**config.mk**
```make
export PLATFORM = sky130hd
export DESIGN_NAME = if_statement_recognizer
export DESIGN_NICKNAME = d
export VERILOG_FILES = /design/src/design/irec_pkg.sv /design/src/design/irec_front.sv /design/src/design/irec_queue.sv /design/src/design/irec_back.sv /design/src/design/if_statement_recognizer.sv
export SDC_FILE = /design/constraint.sdc
export NUM_CORES = 1
export LEC_CHECK = 0
export ABC_CLOCK_PERIOD_IN_PS = 9000
export BUFFER_PORTS_ARGS = -buffer_cell sky130_fd_sc_hd__buf_2
export CAP_MARGIN = 20
export CORE_ASPECT_RATIO = 0.8
export CORE_MARGIN = 2
export CORE_UTILIZATION = 30
export CTS_CLUSTER_SIZE = 30
export DETAILED_ROUTE_END_ITERATION = 10
export PLACE_DENSITY = 0.48
export SLEW_MARGIN = 5
export SYNTH_ARGS = -nofsm -noshare
export SYNTH_HDL_FRONTEND = slang
export SYNTH_SLANG_ARGS = --single-unit
```
**constraint.sdc**
```tcl
create_clock -name i_clk -period 9 [get_ports i_clk]
set_input_delay 1.35 -clock i_clk [delete_from_list [all_inputs] [get_ports i_clk]]
set_output_delay 1.35 -clock i_clk [all_outputs]
set_load 0.02 [all_outputs]
```
**src/design/irec_pkg.sv**
```systemverilog
// ----------------------------------------------------------------------------
// irec_pkg: shared types and constants
// Character classes, request layout, scan scopes and result codes for the
// if-statement recognizer.
// ----------------------------------------------------------------------------
package irec_pkg;

    // request commands
    localparam logic CMD_RESTART = 1'b0;
    localparam logic CMD_SCAN    = 1'b1;

    // fixed field widths
    localparam int unsigned SYM_W = 8;
    localparam int unsigned IO_POS_W = 16;

    // characters of interest
    localparam logic [SYM_W-1:0] CH_SPACE  = 8'h20;
    localparam logic [SYM_W-1:0] CH_TAB    = 8'h09;
    localparam logic [SYM_W-1:0] CH_LF     = 8'h0A;
    localparam logic [SYM_W-1:0] CH_CR     = 8'h0D;
    localparam logic [SYM_W-1:0] CH_LPAREN = 8'h28;
    localparam logic [SYM_W-1:0] CH_RPAREN = 8'h29;
    localparam logic [SYM_W-1:0] CH_LBRACE = 8'h7B;
    localparam logic [SYM_W-1:0] CH_RBRACE = 8'h7D;
    localparam logic [SYM_W-1:0] CH_COLON  = 8'h3A;
    localparam logic [SYM_W-1:0] CH_I      = 8'h69;
    localparam logic [SYM_W-1:0] CH_F      = 8'h66;

    // status codes
    localparam logic [1:0] ST_NOT_FOUND = 2'd0;
    localparam logic [1:0] ST_FOUND     = 2'd1;
    localparam logic [1:0] ST_READY     = 2'd2;

    // branch kinds
    localparam logic [1:0] BR_UNDEF      = 2'd0;
    localparam logic [1:0] BR_TRUE_ONLY  = 2'd1;
    localparam logic [1:0] BR_TRUE_FALSE = 2'd2;

    // error codes
    localparam logic [2:0] ERR_NONE        = 3'd0;
    localparam logic [2:0] ERR_RPAREN      = 3'd1;
    localparam logic [2:0] ERR_AFTER_IF    = 3'd2;
    localparam logic [2:0] ERR_RBRACE_TRUE = 3'd3;
    localparam logic [2:0] ERR_AFTER_COND  = 3'd4;
    localparam logic [2:0] ERR_RBRACE_FALS = 3'd5;
    localparam logic [2:0] ERR_BEFORE_FALS = 3'd6;
    localparam logic [2:0] ERR_TOO_DEEP    = 3'd7;

    // bound slots
    localparam int unsigned BD_COND_START  = 0;
    localparam int unsigned BD_COND_END    = 1;
    localparam int unsigned BD_TRUE_START  = 2;
    localparam int unsigned BD_TRUE_END    = 3;
    localparam int unsigned BD_FALSE_START = 4;
    localparam int unsigned BD_FALSE_END   = 5;
    localparam int unsigned BD_COUNT       = 6;

    // request queue
    localparam int unsigned Q_DEPTH = 4;
    localparam int unsigned Q_AW    = 2;
    localparam int unsigned Q_CW    = 3;

    typedef enum logic [2:0] {
        SC_KEY,
        SC_COND,
        SC_TRUE,
        SC_FALSE,
        SC_WEAVE
    } t_scope;

    typedef enum logic [1:0] {
        TM_IDLE,
        TM_OPEN,
        TM_CLOSED
    } t_tmode;

    typedef struct packed {
        logic ws;
        logic lparen;
        logic rparen;
        logic lbrace;
        logic rbrace;
        logic colon;
    } t_sym_class;

    typedef struct packed {
        logic                command;
        logic [SYM_W-1:0]    symbol;
        logic [IO_POS_W-1:0] position;
        t_sym_class          cls;
    } t_req;

endpackage

```
**src/design/irec_front.sv**
```systemverilog
// ----------------------------------------------------------------------------
// irec_front: request intake
// Accepts requests, classifies the character and pushes them to the queue.
// ----------------------------------------------------------------------------
module irec_front (
    input  logic                         i_valid,
    input  logic                         i_command,
    input  logic [7:0]                   i_symbol,
    input  logic [15:0]                  i_position,
    input  logic                         i_full,
    output logic                         o_stall,
    output logic                         o_push,
    output irec_pkg::t_req               o_req
);
    import irec_pkg::*;

    t_sym_class cls;

    always_comb begin
        cls.ws     = (i_symbol == CH_SPACE) || (i_symbol == CH_TAB) ||
                     (i_symbol == CH_LF) || (i_symbol == CH_CR);
        cls.lparen = (i_symbol == CH_LPAREN);
        cls.rparen = (i_symbol == CH_RPAREN);
        cls.lbrace = (i_symbol == CH_LBRACE);
        cls.rbrace = (i_symbol == CH_RBRACE);
        cls.colon  = (i_symbol == CH_COLON);
    end

    assign o_stall = i_full;
    assign o_push  = i_valid && !i_full;

    assign o_req.command  = i_command;
    assign o_req.symbol   = i_symbol;
    assign o_req.position = i_position;
    assign o_req.cls      = cls;

endmodule

```
**src/design/irec_queue.sv**
```systemverilog
// ----------------------------------------------------------------------------
// irec_queue: request queue
// Small FIFO between intake and scanner; push and pop in the same cycle, but a push into a full queue is refused.
// ----------------------------------------------------------------------------
module irec_queue (
    input  logic                i_clk,
    input  logic                i_rst_n,
    input  logic                i_push,
    input  irec_pkg::t_req      i_req,
    input  logic                i_pop,
    output logic                o_full,
    output logic                o_valid,
    output irec_pkg::t_req      o_req
);
    import irec_pkg::*;

    t_req            r_mem [Q_DEPTH];
    logic [Q_AW-1:0] r_wr_ptr;
    logic [Q_AW-1:0] r_rd_ptr;
    logic [Q_CW-1:0] r_count;
    logic [Q_AW-1:0] n_wr_ptr;
    logic [Q_AW-1:0] n_rd_ptr;
    logic [Q_CW-1:0] n_count;
    logic            do_push;
    logic            do_pop;

    assign o_full  = (r_count == Q_CW'(Q_DEPTH));
    assign o_valid = (r_count != '0);
    assign o_req   = r_mem[r_rd_ptr];

    assign do_push = i_push && !o_full;
    assign do_pop  = i_pop && o_valid;

    always_comb begin
        n_wr_ptr = do_push ? r_wr_ptr + 1'b1 : r_wr_ptr;
        n_rd_ptr = do_pop ? r_rd_ptr + 1'b1 : r_rd_ptr;
        n_count  = r_count;
        if (do_push && !do_pop) begin
            n_count = r_count + 1'b1;
        end else if (do_pop && !do_push) begin
            n_count = r_count - 1'b1;
        end
    end

    always_ff @(posedge i_clk) begin
        if (!i_rst_n) begin
            r_wr_ptr <= '0;
            r_rd_ptr <= '0;
            r_count  <= '0;
        end else begin
            r_wr_ptr <= n_wr_ptr;
            r_rd_ptr <= n_rd_ptr;
            r_count  <= n_count;
        end
    end

    always_ff @(posedge i_clk) begin
        if (do_push) begin
            r_mem[r_wr_ptr] <= i_req;
        end
    end

endmodule

```
**src/design/irec_back.sv**
```systemverilog
// ----------------------------------------------------------------------------
// irec_back: scanner
// Steps the recognizer state by one request; the state registers double as
// the result register, held while the receiver stalls.
// ----------------------------------------------------------------------------
module irec_back #(
    parameter int unsigned POS_WIDTH   = 16,
    parameter int unsigned DEPTH_WIDTH = 8
) (
    input  logic                i_clk,
    input  logic                i_rst_n,
    input  logic                i_q_valid,
    input  irec_pkg::t_req      i_req,
    input  logic                i_stall,
    output logic                o_pop,
    output logic                o_valid,
    output logic [1:0]          o_status,
    output logic [2:0]          o_error_code,
    output logic [1:0]          o_branch_kind,
    output logic [15:0]         o_cond_start,
    output logic [15:0]         o_cond_end,
    output logic [15:0]         o_true_start,
    output logic [15:0]         o_true_end,
    output logic [15:0]         o_false_start,
    output logic [15:0]         o_false_end
);
    import irec_pkg::*;

    t_scope                 r_scope,  n_scope;
    logic                   r_main,   n_main;
    logic [POS_WIDTH-1:0]   r_tok,    n_tok;
    logic [15:0]            r_first,  n_first;
    logic                   r_cmode,  n_cmode;
    logic [DEPTH_WIDTH-1:0] r_pdepth, n_pdepth;
    t_tmode                 r_tmode,  n_tmode;
    logic [DEPTH_WIDTH-1:0] r_tdepth, n_tdepth;
    logic                   r_fmode,  n_fmode;
    logic [DEPTH_WIDTH-1:0] r_fdepth, n_fdepth;
    logic [POS_WIDTH-1:0]   r_bounds [BD_COUNT];
    logic [POS_WIDTH-1:0]   n_bounds [BD_COUNT];
    logic [1:0]             r_branch, n_branch;
    logic [1:0]             r_status, n_status;
    logic [2:0]             r_error,  n_error;
    logic                   r_out_valid;

    logic [POS_WIDTH-1:0]   pos;
    logic [POS_WIDTH-1:0]   pos_p1;
    logic [POS_WIDTH-1:0]   off;
    logic                   brk;
    t_sym_class             cls;

    // one step per cycle while the result slot is free or being taken
    assign o_pop   = i_q_valid && (!r_out_valid || !i_stall);
    assign o_valid = r_out_valid;

    assign cls    = i_req.cls;
    assign pos    = POS_WIDTH'(i_req.position);
    assign pos_p1 = pos + 1'b1;

    always_comb begin
        n_scope  = r_scope;
        n_main   = r_main;
        n_tok    = r_tok;
        n_first  = r_first;
        n_cmode  = r_cmode;
        n_pdepth = r_pdepth;
        n_tmode  = r_tmode;
        n_tdepth = r_tdepth;
        n_fmode  = r_fmode;
        n_fdepth = r_fdepth;
        n_bounds = r_bounds;
        n_branch = r_branch;
        n_status = r_status;
        n_error  = r_error;
        off      = '0;
        brk      = 1'b0;

        if (i_req.command == CMD_RESTART) begin
            n_scope  = SC_KEY;
            n_main   = 1'b0;
            n_tok    = pos;
            n_first  = '0;
            n_cmode  = 1'b0;
            n_pdepth = '0;
            n_tmode  = TM_IDLE;
            n_tdepth = '0;
            n_fmode  = 1'b0;
            n_fdepth = '0;
            for (int i = 0; i < BD_COUNT; i++) begin
                n_bounds[i] = '0;
            end
            n_branch = BR_UNDEF;
            n_status = ST_NOT_FOUND;
            n_error  = ERR_NONE;
        end else if (r_error == ERR_NONE) begin
            // leading whitespace advances the token start
            if (!r_main) begin
                if (cls.ws) begin
                    n_tok = r_tok + 1'b1;
                end else begin
                    n_main = 1'b1;
                end
            end
            if (n_main) begin
                if (n_scope == SC_KEY) begin
                    off = pos - n_tok;
                    if (off == POS_WIDTH'(0)) begin
                        n_first[7:0] = i_req.symbol;
                    end else if (off == POS_WIDTH'(1)) begin
                        n_first[15:8] = i_req.symbol;
                    end
                    if ((cls.ws || cls.lparen) && off == POS_WIDTH'(2) &&
                        n_first[7:0] == CH_I && n_first[15:8] == CH_F) begin
                        n_tok    = pos;
                        n_main   = 1'b0;
                        n_scope  = SC_COND;
                        n_status = ST_FOUND;
                    end
                end
                case (n_scope)
                    SC_COND: begin
                        if (cls.lparen) begin
                            if (&r_pdepth) begin
                                n_error = ERR_TOO_DEEP;
                            end else begin
                                if (!r_cmode) begin
                                    n_bounds[BD_COND_START] = pos_p1;
                                    n_cmode = 1'b1;
                                end
                                n_pdepth = r_pdepth + 1'b1;
                            end
                        end else if (cls.rparen) begin
                            if (!r_cmode) begin
                                n_error = ERR_RPAREN;
                            end else begin
                                n_pdepth = r_pdepth - 1'b1;
                                if (n_pdepth == '0) begin
                                    n_bounds[BD_COND_END] = pos;
                                    n_tok   = pos_p1;
                                    n_main  = 1'b0;
                                    n_scope = SC_TRUE;
                                end
                            end
                        end else if (!cls.ws && !r_cmode) begin
                            n_error = ERR_AFTER_IF;
                        end
                    end
                    SC_TRUE: begin
                        if (cls.lbrace && r_tmode != TM_CLOSED) begin
                            if (&r_tdepth) begin
                                n_error = ERR_TOO_DEEP;
                                brk     = 1'b1;
                            end else begin
                                if (r_tmode == TM_IDLE) begin
                                    n_bounds[BD_TRUE_START] = pos;
                                    n_tmode = TM_OPEN;
                                end
                                n_tdepth = r_tdepth + 1'b1;
                            end
                        end
                        if (!brk && cls.rbrace) begin
                            if (n_tmode == TM_IDLE) begin
                                n_error = ERR_RBRACE_TRUE;
                                brk     = 1'b1;
                            end else if (n_tmode == TM_OPEN) begin
                                n_tdepth = n_tdepth - 1'b1;
                                if (n_tdepth == '0) begin
                                    n_bounds[BD_TRUE_END] = pos_p1;
                                    n_tmode = TM_CLOSED;
                                    brk     = 1'b1;
                                end
                            end
                        end
                        if (!brk && !cls.ws) begin
                            if (n_tmode == TM_IDLE) begin
                                n_error = ERR_AFTER_COND;
                            end else if (n_tmode == TM_CLOSED) begin
                                if (cls.colon) begin
                                    n_branch = BR_TRUE_FALSE;
                                    n_scope  = SC_FALSE;
                                end else begin
                                    n_branch = BR_TRUE_ONLY;
                                    n_scope  = SC_WEAVE;
                                    n_status = ST_READY;
                                end
                                n_tok  = pos_p1;
                                n_main = 1'b0;
                            end
                        end
                    end
                    SC_FALSE: begin
                        if (cls.lbrace) begin
                            if (&r_fdepth) begin
                                n_error = ERR_TOO_DEEP;
                                brk     = 1'b1;
                            end else begin
                                if (!r_fmode) begin
                                    n_bounds[BD_FALSE_START] = pos;
                                    n_fmode = 1'b1;
                                end
                                n_fdepth = r_fdepth + 1'b1;
                            end
                        end
                        if (!brk && cls.rbrace) begin
                            if (!n_fmode) begin
                                n_error = ERR_RBRACE_FALS;
                                brk     = 1'b1;
                            end else begin
                                n_fdepth = n_fdepth - 1'b1;
                                if (n_fdepth == '0) begin
                                    n_bounds[BD_FALSE_END] = pos_p1;
                                    n_scope  = SC_WEAVE;
                                    n_status = ST_READY;
                                    n_tok    = pos_p1;
                                    n_main   = 1'b0;
                                end
                            end
                        end
                        if (!brk && !cls.ws && !n_fmode) begin
                            n_error = ERR_BEFORE_FALS;
                        end
                    end
                    default: begin
                    end
                endcase
            end
        end
    end

    always_ff @(posedge i_clk) begin
        if (!i_rst_n) begin
            r_scope     <= SC_KEY;
            r_main      <= 1'b0;
            r_tok       <= '0;
            r_first     <= '0;
            r_cmode     <= 1'b0;
            r_pdepth    <= '0;
            r_tmode     <= TM_IDLE;
            r_tdepth    <= '0;
            r_fmode     <= 1'b0;
            r_fdepth    <= '0;
            for (int i = 0; i < BD_COUNT; i++) begin
                r_bounds[i] <= '0;
            end
            r_branch    <= BR_UNDEF;
            r_status    <= ST_NOT_FOUND;
            r_error     <= ERR_NONE;
            r_out_valid <= 1'b0;
        end else begin
            if (o_pop) begin
                r_scope  <= n_scope;
                r_main   <= n_main;
                r_tok    <= n_tok;
                r_first  <= n_first;
                r_cmode  <= n_cmode;
                r_pdepth <= n_pdepth;
                r_tmode  <= n_tmode;
                r_tdepth <= n_tdepth;
                r_fmode  <= n_fmode;
                r_fdepth <= n_fdepth;
                r_bounds <= n_bounds;
                r_branch <= n_branch;
                r_status <= n_status;
                r_error  <= n_error;
            end
            if (o_pop) begin
                r_out_valid <= 1'b1;
            end else if (!i_stall) begin
                r_out_valid <= 1'b0;
            end
        end
    end

    assign o_status      = r_status;
    assign o_error_code  = r_error;
    assign o_branch_kind = r_branch;
    assign o_cond_start  = 16'(r_bounds[BD_COND_START]);
    assign o_cond_end    = 16'(r_bounds[BD_COND_END]);
    assign o_true_start  = 16'(r_bounds[BD_TRUE_START]);
    assign o_true_end    = 16'(r_bounds[BD_TRUE_END]);
    assign o_false_start = 16'(r_bounds[BD_FALSE_START]);
    assign o_false_end   = 16'(r_bounds[BD_FALSE_END]);

endmodule

```
**src/design/if_statement_recognizer.sv**
```systemverilog
// ----------------------------------------------------------------------------
// if_statement_recognizer: streaming if/else statement recognizer
// Scans source text one character per request and reports the condition
// and body bounds of an if statement with an optional false branch.
// ----------------------------------------------------------------------------
// Usage:
//   Input channel (i_valid / o_stall): each request is either a restart
//   (i_command = 0, position in i_position) or one scanned character
//   (i_command = 1, byte in i_symbol at i_position).
//   Output channel (o_valid / i_stall): exactly one result per request,
//   in order: status, sticky error code, branch kind and six bounds as
//   they stand after that request.
//   A request popped from the queue updates the scanner registers, which
//   then drive the result outputs.
//   Throughput: one request per cycle while no pending result is held by
//   i_stall, set by the scanner step on the scope and depth registers.
//   A 4-entry queue sits between intake and scanner; o_stall rises only
//   when it is full. While i_stall holds a pending result, it stays put
//   and the scanner waits; intake keeps filling the queue.
//   Reset (synchronous, active low) empties the queue, drops o_valid and
//   returns the scanner to keyword scope with all bounds at zero.
//   Once an error is reported, character requests leave the result
//   unchanged until a restart request arrives.
// ----------------------------------------------------------------------------
module if_statement_recognizer #(
    parameter int unsigned POS_WIDTH   = 16,
    parameter int unsigned DEPTH_WIDTH = 8
) (
    input  logic        i_clk,
    input  logic        i_rst_n,
    // request channel
    input  logic        i_valid,
    output logic        o_stall,
    input  logic        i_command,
    input  logic [7:0]  i_symbol,
    input  logic [15:0] i_position,
    // result channel
    output logic        o_valid,
    input  logic        i_stall,
    output logic [1:0]  o_status,
    output logic [2:0]  o_error_code,
    output logic [1:0]  o_branch_kind,
    output logic [15:0] o_cond_start,
    output logic [15:0] o_cond_end,
    output logic [15:0] o_true_start,
    output logic [15:0] o_true_end,
    output logic [15:0] o_false_start,
    output logic [15:0] o_false_end
);
    import irec_pkg::*;

    t_req    front_req;
    t_req    q_req;
    logic    front_push;
    logic    q_full;
    logic    q_valid;
    logic    back_pop;

    // intake: classify the character, stall only on a full queue
    irec_front u_front (
        .i_valid    (i_valid),
        .i_command  (i_command),
        .i_symbol   (i_symbol),
        .i_position (i_position),
        .i_full     (q_full),
        .o_stall    (o_stall),
        .o_push     (front_push),
        .o_req      (front_req)
    );

    // decoupling queue between intake and scanner
    irec_queue u_queue (
        .i_clk   (i_clk),
        .i_rst_n (i_rst_n),
        .i_push  (front_push),
        .i_req   (front_req),
        .i_pop   (back_pop),
        .o_full  (q_full),
        .o_valid (q_valid),
        .o_req   (q_req)
    );

    // scanner: one state step per popped request
    irec_back #(
        .POS_WIDTH   (POS_WIDTH),
        .DEPTH_WIDTH (DEPTH_WIDTH)
    ) u_back (
        .i_clk         (i_clk),
        .i_rst_n       (i_rst_n),
        .i_q_valid     (q_valid),
        .i_req         (q_req),
        .i_stall       (i_stall),
        .o_pop         (back_pop),
        .o_valid       (o_valid),
        .o_status      (o_status),
        .o_error_code  (o_error_code),
        .o_branch_kind (o_branch_kind),
        .o_cond_start  (o_cond_start),
        .o_cond_end    (o_cond_end),
        .o_true_start  (o_true_start),
        .o_true_end    (o_true_end),
        .o_false_start (o_false_start),
        .o_false_end   (o_false_end)
    );

endmodule

```
==> results.toml, run 1 <==
[status]
status = "finished, final reports clean"

[yosys]
ys_seq_area_share_pct = 46.2
synth_common_cells = "dfxtp_1, nand2_1, edfxtp_1"
synth_top_family_by_area = "simple AND/OR/NAND/NOR gates"
post_synth.cell_area_avg_um2 = 9.72
synth-simple-area-share_pct = 21.8
synth_flop_cell = "dfxtp_1"
synthesis.area_um2 = 15700
ys_types = 87
synth_top_area_share_pct = 23.7
synth_area_leaders = "edfxtp_1, dfxtp_1, mux4_2"
synthAdderAreaFrac_pct = 2.31
synth_seq_cells = 301
yosysMostFrequentCell = "dfxtp_1"
ys_async_sr_fraction_pct = 0
synth_edf_count = 124
muxShareOfSynthArea_pct = 7.01
syn_inst = 1618
syn-num-nets = 1674
synth_xor_area_share_pct = 4.22
yosys.area.top_type = "edfxtp_1"
yosysWarningCount = 0
synth_compound_area_share_pct = 15.0

[setup_path]
cp_cell_sequence = "mux2_2 > o2bb2ai_1 > buf_4 > nand4_1 > xnor2_1 > inv_1 > ha_1 > a21oi_1 > nand2_1 > a41o_1 > nor3b_1 > o311ai_1 > nand2_1 > o21ai_0 > nor2_1 > nor4_2 > nand3b_1 > nor4_4 > inv_2 > a31o_1 > a211oi_1 > o21a_1"
worst-r2r-cell-count = 22
worst_setup_path_end_kind = "flip-flop"
cp_max_fo = 20
critPathArrivalTime_ns = 7.44
slowest_stage = "dfxtp_1"
max_stage_delay_ns = 0.90
cp-start-kind = "flip-flop"
crit_type = "flip-flop to flip-flop"
worstPathRequired_ns = 9.46
crit_top_cell = "nand2_1"

[drt]
first_iter_violations = 1103
post_drt_wl_per_cell_um = 19.4
viasPerCell = 5.26
antenna_left = 0
drt_pass1_iterations = 5
totalWireLength_mm = 47.2
drc = 0
vias = 12800

[grt]
grt_pass1_wl_mm = 72.8
grt_pass1_vias = 12300
grtUsageTotal_pct = 17.1
grt_max_degree = 76
top_usage_layer = "met1"
met2_usage_pct = 25.1
grt-ovfl-total = 0
grtUsageMet3_pct = 3.89
antenna_found_initial = 1
met1_usage_pct = 25.4

[sta]
post-route-min-period_ns = 6.98
final_max_slew_viol_count = 0
tns_ns = 0
clock_skew_ns = 0.0157
tightest_slew_ns = 1.06
finalCritPeriodShare_pct = 77.6
finalSetupViolCount = 0
final_hold_viol_count = 0
maxSlewHeadroom_pct = 29.1
rsz0062_at_grt = "false"
fmax_mhz = 143

[power_and_ir_drop]
ir_drop_mv = 0.129
p_leak_nw = 6.78
p_per_area_nw_per_um2 = 313

[worst_hold_path]
hold_depth = 1
hp-class = "flip-flop to flip-flop"

[final_layout]
final_layout_size_suffix_gt1_share_pct = 15.7
synthToLayoutAreaGrowth_pct = 16.5
final_nets = 1770
fin_util_pct = 35.2
design_area_um2 = 18300

[clock_network]
clk_latency_ns = 0.53
cts_buffer_depth = 3
cts_hold_buf = 0
clock_sinks = 301
cts-resized-gates = 0
cts_made_buffers = 35
path_clk_slew_ns = 0.06
postCtsSetupBuffers = 0
htreeDepth = 2
cts_root_buffer = "clkbuf_16"
cts_tree = "built"

[floorplanning]
num_io_pins = 134
fp-row-count = 75
die-area_um2 = 54300
die_h_um = 209
core_area_um2 = 52100
die_x_um = 260
start_util_pct = 30.2

[placement]
dp_hpwl_mm = 33.0
gp_congestion = 0.867
dpl_cell_area_um2 = 17000
portBuffers = 133

[run]
maxCapViolCount = 0
## final cells by class
cell class | instances | area (um^2)
Fill cell | 5303 | 33800
Clock inverter | 22 | 262
Clock buffer | 41 | 961
Antenna cell | 1 | 2.50
Tap cell | 693 | 867
Multi-Input combinational cell | 1184 | 7950
Timing Repair Buffer | 158 | 873
Inverter | 34 | 128
Sequential cell | 301 | 7270
## metrics by stage
| stage | std cells | hold slack, ns | worst slack (ns) | total power (W) |
|---|---|---|---|---|
| after floorplan | 1618 | 0.460 | 3.11 | 0.00342 |
| after global placement | 2367 | 0.443 | 2.25 | 0.00420 |
| after detailed placement | 2367 | 0.441 | 2.07 | 0.00422 |
| after CTS | 2430 | 0.459 | 2.01 | 0.00576 |
| after global routing | 2433 | 0.471 | 1.39 | 0.00609 |
| final | 2434 | 0.453 | 2.02 | 0.00573 |
## critical path: cells and delay by family (launching register included)
kind / cells / cell delay, ns
simple gates: 8 / 2.24
buf+inv: 3 / 0.63
fa+ha+maj: 1 / 0.37
compound gates: 8 / 2.18
flops: 1 / 0.90
xor+xnor: 1 / 0.23
mux: 1 / 0.36
## power breakdown
group	internal, W	total [W]	leakage [nW]	switching (W)
clock	0.000936	0.00152	0.604	0.000584
combinational	0.000829	0.00247	3.62	0.00164
sequential	0.00159	0.00174	2.56	0.000143
total	0.00336	0.00573	6.78	0.00237
## cell usage in the layout (no fill, tap or decap), types with 37 or more instances in the layout
cell type  instances
dfxtp_1          176
nand2_1          164
buf_2            133
edfxtp_1         124
nor2_1           105
o21ai_0           89
nand3_1           81
nor2b_1           77
and2_1            56
a21oi_1           47
xnor2_1           42
nor3_1            40
mux2i_1           37
clkbuf_16         37
## path summary, 6_finish.rpt
kind,endpoint,startpoint,slack [ns]
max,u_back.r_tok[9]$_SDFFE_PN0P_,flip-flop,2.02
max reg2reg,u_back.r_tok[9]$_SDFFE_PN0P_,flip-flop,2.02
min reg2reg,u_back.o_cond_start[12]$_SDFFE_PN0P_,u_back.o_cond_start[12]$_SDFFE_PN0P_,0.45
min,u_back.o_cond_start[12]$_SDFFE_PN0P_,u_back.o_cond_start[12]$_SDFFE_PN0P_,0.45
## per-layer routing
| metal | share of wire [%] | vias up | routed length (um) |
|---|---|---|---|
| met5 | 0 | - | 0 |
| met4 | 1.4 | 0 | 671 |
| met3 | 7.3 | 55 | 3470 |
| met2 | 43 | 390 | 20100 |
| met1 | 49 | 6220 | 23000 |
| li1 | - | 6141 | - |
## logic make-up after synthesis
family,after synthesis
AND/OR/NAND/NOR,663
AO/OA/AOI/OAI,349
flip-flops,301
buffers and inverters,133
multiplexers,73
XOR/XNOR,71
adder cells (fa/ha/maj),28
## sequential cells by signal, summed over array words and instances, names as in the netlist, 3 cells and up, named ones only
signal and count:
u_back.o_cond_end 16, u_back.o_cond_start 16, u_back.o_error_code 3, u_back.o_false_end 16, u_back.o_false_start 16, u_back.o_true_end 16
u_back.o_true_start 16, u_back.r_fdepth 8, u_back.r_first 16, u_back.r_pdepth 8, u_back.r_scope 3, u_back.r_tdepth 8
u_back.r_tok 16, u_queue.r_count 3, u_queue.r_mem 124
Note: power is estimated with default switching activity, not from simulation.
==> run 2, diff against run 1 <==
Settings changed: ABC_CLOCK_PERIOD_IN_PS 9000 to 6700.
Clock period 9 ns to 6.7 ns, I/O delays scaled along.
==> run 2 against run 1 <==
  * Maximum frequency increased by 14%
  * Die area unchanged
  * Sequential share of layout area increased by 0.18 points
  * Critical path depth unchanged
  * Critical endpoint is now u_back.r_pdepth[1]$_SDFFE_PN0P_
  * Wire length increased by 1.0%
  * Cell count increased by 0.33%
  * Cell area decreased by 0.45%
==> results.toml, run 2 (same netlist as run 1, synthesis figures left out) <==
[clock_network]
clock_sinks = 301
clk_latency_ns = 0.53
cts_root_buffer = "clkbuf_16"
cts_tree = "built"
cts_made_buffers = 35
htreeDepth = 2
postCtsSetupBuffers = 0
path_clk_slew_ns = 0.06
cts_buffer_depth = 3

[drt]
post_drt_wl_per_cell_um = 19.5
drc = 0
vias = 12700
viasPerCell = 5.21
drt_pass1_iterations = 5
totalWireLength_mm = 47.7
first_iter_violations = 1032
antenna_left = 0

[floorplanning]
num_io_pins = 134
die-area_um2 = 54300
die_h_um = 209
fp-row-count = 75
die_x_um = 260
start_util_pct = 30.2
core_area_um2 = 52100

[sta]
tightest_slew_ns = 1.02
worst_slack_ns = 0.568
tns_ns = 0
final_max_slew_viol_count = 0
finalCritPeriodShare_pct = 91.5
clock_skew_ns = 0.0270
post-route-min-period_ns = 6.13
maxSlewHeadroom_pct = 31.3
fmax_mhz = 163
final_hold_viol_count = 0
finalSetupViolCount = 0
rsz0062_at_grt = "false"

[grt]
grt_pass1_vias = 12400
grt-ovfl-total = 0
antenna_found_initial = 1
grt_pass1_wl_mm = 73.7
grt_max_degree = 71
grtUsageTotal_pct = 17.3

[worst_hold_path]
holdCritStartpoint = "u_back.o_cond_start[14]$_SDFFE_PN0P_"
hp-class = "flip-flop to flip-flop"

[setup_path]
worst_setup_path_end_kind = "flip-flop"
worstPathRequired_ns = 7.10
cp-start-kind = "flip-flop"
crit_type = "flip-flop to flip-flop"
critPathArrivalTime_ns = 6.54
cp_max_fo = 12

[placement]
pre_cts_slack_ns = 0.403
dp_hpwl_mm = 33.7
dpl_cell_area_um2 = 17200
portBuffers = 133
gp_congestion = 0.859

[power_and_ir_drop]
swShare_pct = 42.7
p_leak_nw = 6.74
clkPwrFrac_pct = 23.8
power_w = 0.00751
p_sw_w = 0.00321
ir_drop_mv = 0.181
p_int_w = 0.00430
p_seq_share_pct = 30.7
pwr-share-comb_pct = 45.5
p_per_area_nw_per_um2 = 412

[final_layout]
seq_area_um2 = 7270
final_nets = 1779
final_common_cell = "dfxtp_1"
design_area_um2 = 18200
most-common-layout-cells = "dfxtp_1, nand2_1, buf_2, edfxtp_1, nor2_1"
largest_reg_flops = 124
n_antenna_cell = 0
largest-register = "u_queue.r_mem"
nFillCells = 5328
multi_input_area_um2 = 7960
final_layout_size_suffix_gt1_share_pct = 15.7
synthToLayoutAreaGrowth_pct = 15.9

[run]
maxCapViolCount = 0

[status]
status = "finished, final reports clean"
## run 2: final timing paths
| path | to | slack, ns | depth (start not counted) |
|---|---|---|---|
| max | u_back.r_pdepth[1]$_SDFFE_PN0P_ | 0.57 | 22 |
| min | u_back.o_cond_start[14]$_SDFFE_PN0P_ | 0.46 | 1 |
| max reg2reg | u_back.r_pdepth[1]$_SDFFE_PN0P_ | 0.57 | 22 |
| min reg2reg | u_back.o_cond_start[14]$_SDFFE_PN0P_ | 0.46 | 1 |
## run 2: worst max-delay path, stage by stage, from the launching register on
cell	delay, ns
dfxtp_1	0.49
mux2_2	0.42
o2bb2ai_1	0.14
buf_4	0.19
nand4_1	0.12
xnor2_1	0.15
inv_1	0.10
ha_1	0.37
a21oi_1	0.15
nand2_1	0.06
a41o_1	0.23
nor3b_1	0.16
o311ai_1	0.41
nand2_1	0.18
o21ai_0	0.43
o2111ai_1	0.17
nor4_1	0.35
mux2i_2	0.23
nor4_4	0.47
o21ai_2	0.16
nor2_1	0.53
o21ai_0	0.22
a31o_2	0.28
## run 2: metrics by stage
stage          hold slack (ns)  util, %  std cells
2_1_floorplan            0.460        -       1618
5_1_grt                  0.471     35.0       2442
6_report                 0.459     35.0       2442
3_5_place_dp             0.441     32.9       2377
4_1_cts                  0.459     35.0       2440
3_3_place_gp             0.443     32.9       2376
## run 2: what timing repair did
item / in CTS / in global routing
setup endpoints to repair: 0 / 32
hold buffers: 0 / 0
resized for setup: 0 / 3
## run 2: final cells by class
cell class / count / area share [%]
clock buffer: 52 / 5.38
tap: 693 / 4.76
multi-input combinational: 1184 / 43.7
inverter: 34 / 0.700
clock inverter: 11 / 0.398
sequential: 301 / 39.9
timing repair buffer: 167 / 5.23
## run 2: power by group through the flow
stage / sequential [W] / combinational (W) / clock, W
finish: 0.00230 / 0.00341 / 0.00179
global route: 0.00232 / 0.00373 / 0.00191
CTS: 0.00230 / 0.00339 / 0.00185
detailed placement: 0.00234 / 0.00338 / 0
global placement: 0.00233 / 0.00336 / 0
floorplan: 0.00239 / 0.00220 / 0
## run 2: layer usage
metal / wire, um / track usage, %
met1: 24100 / 26.0
met4: 760 / 3.55
met2: 20000 / 25.6
met5: 0 / 0
met3: 2750 / 3.19
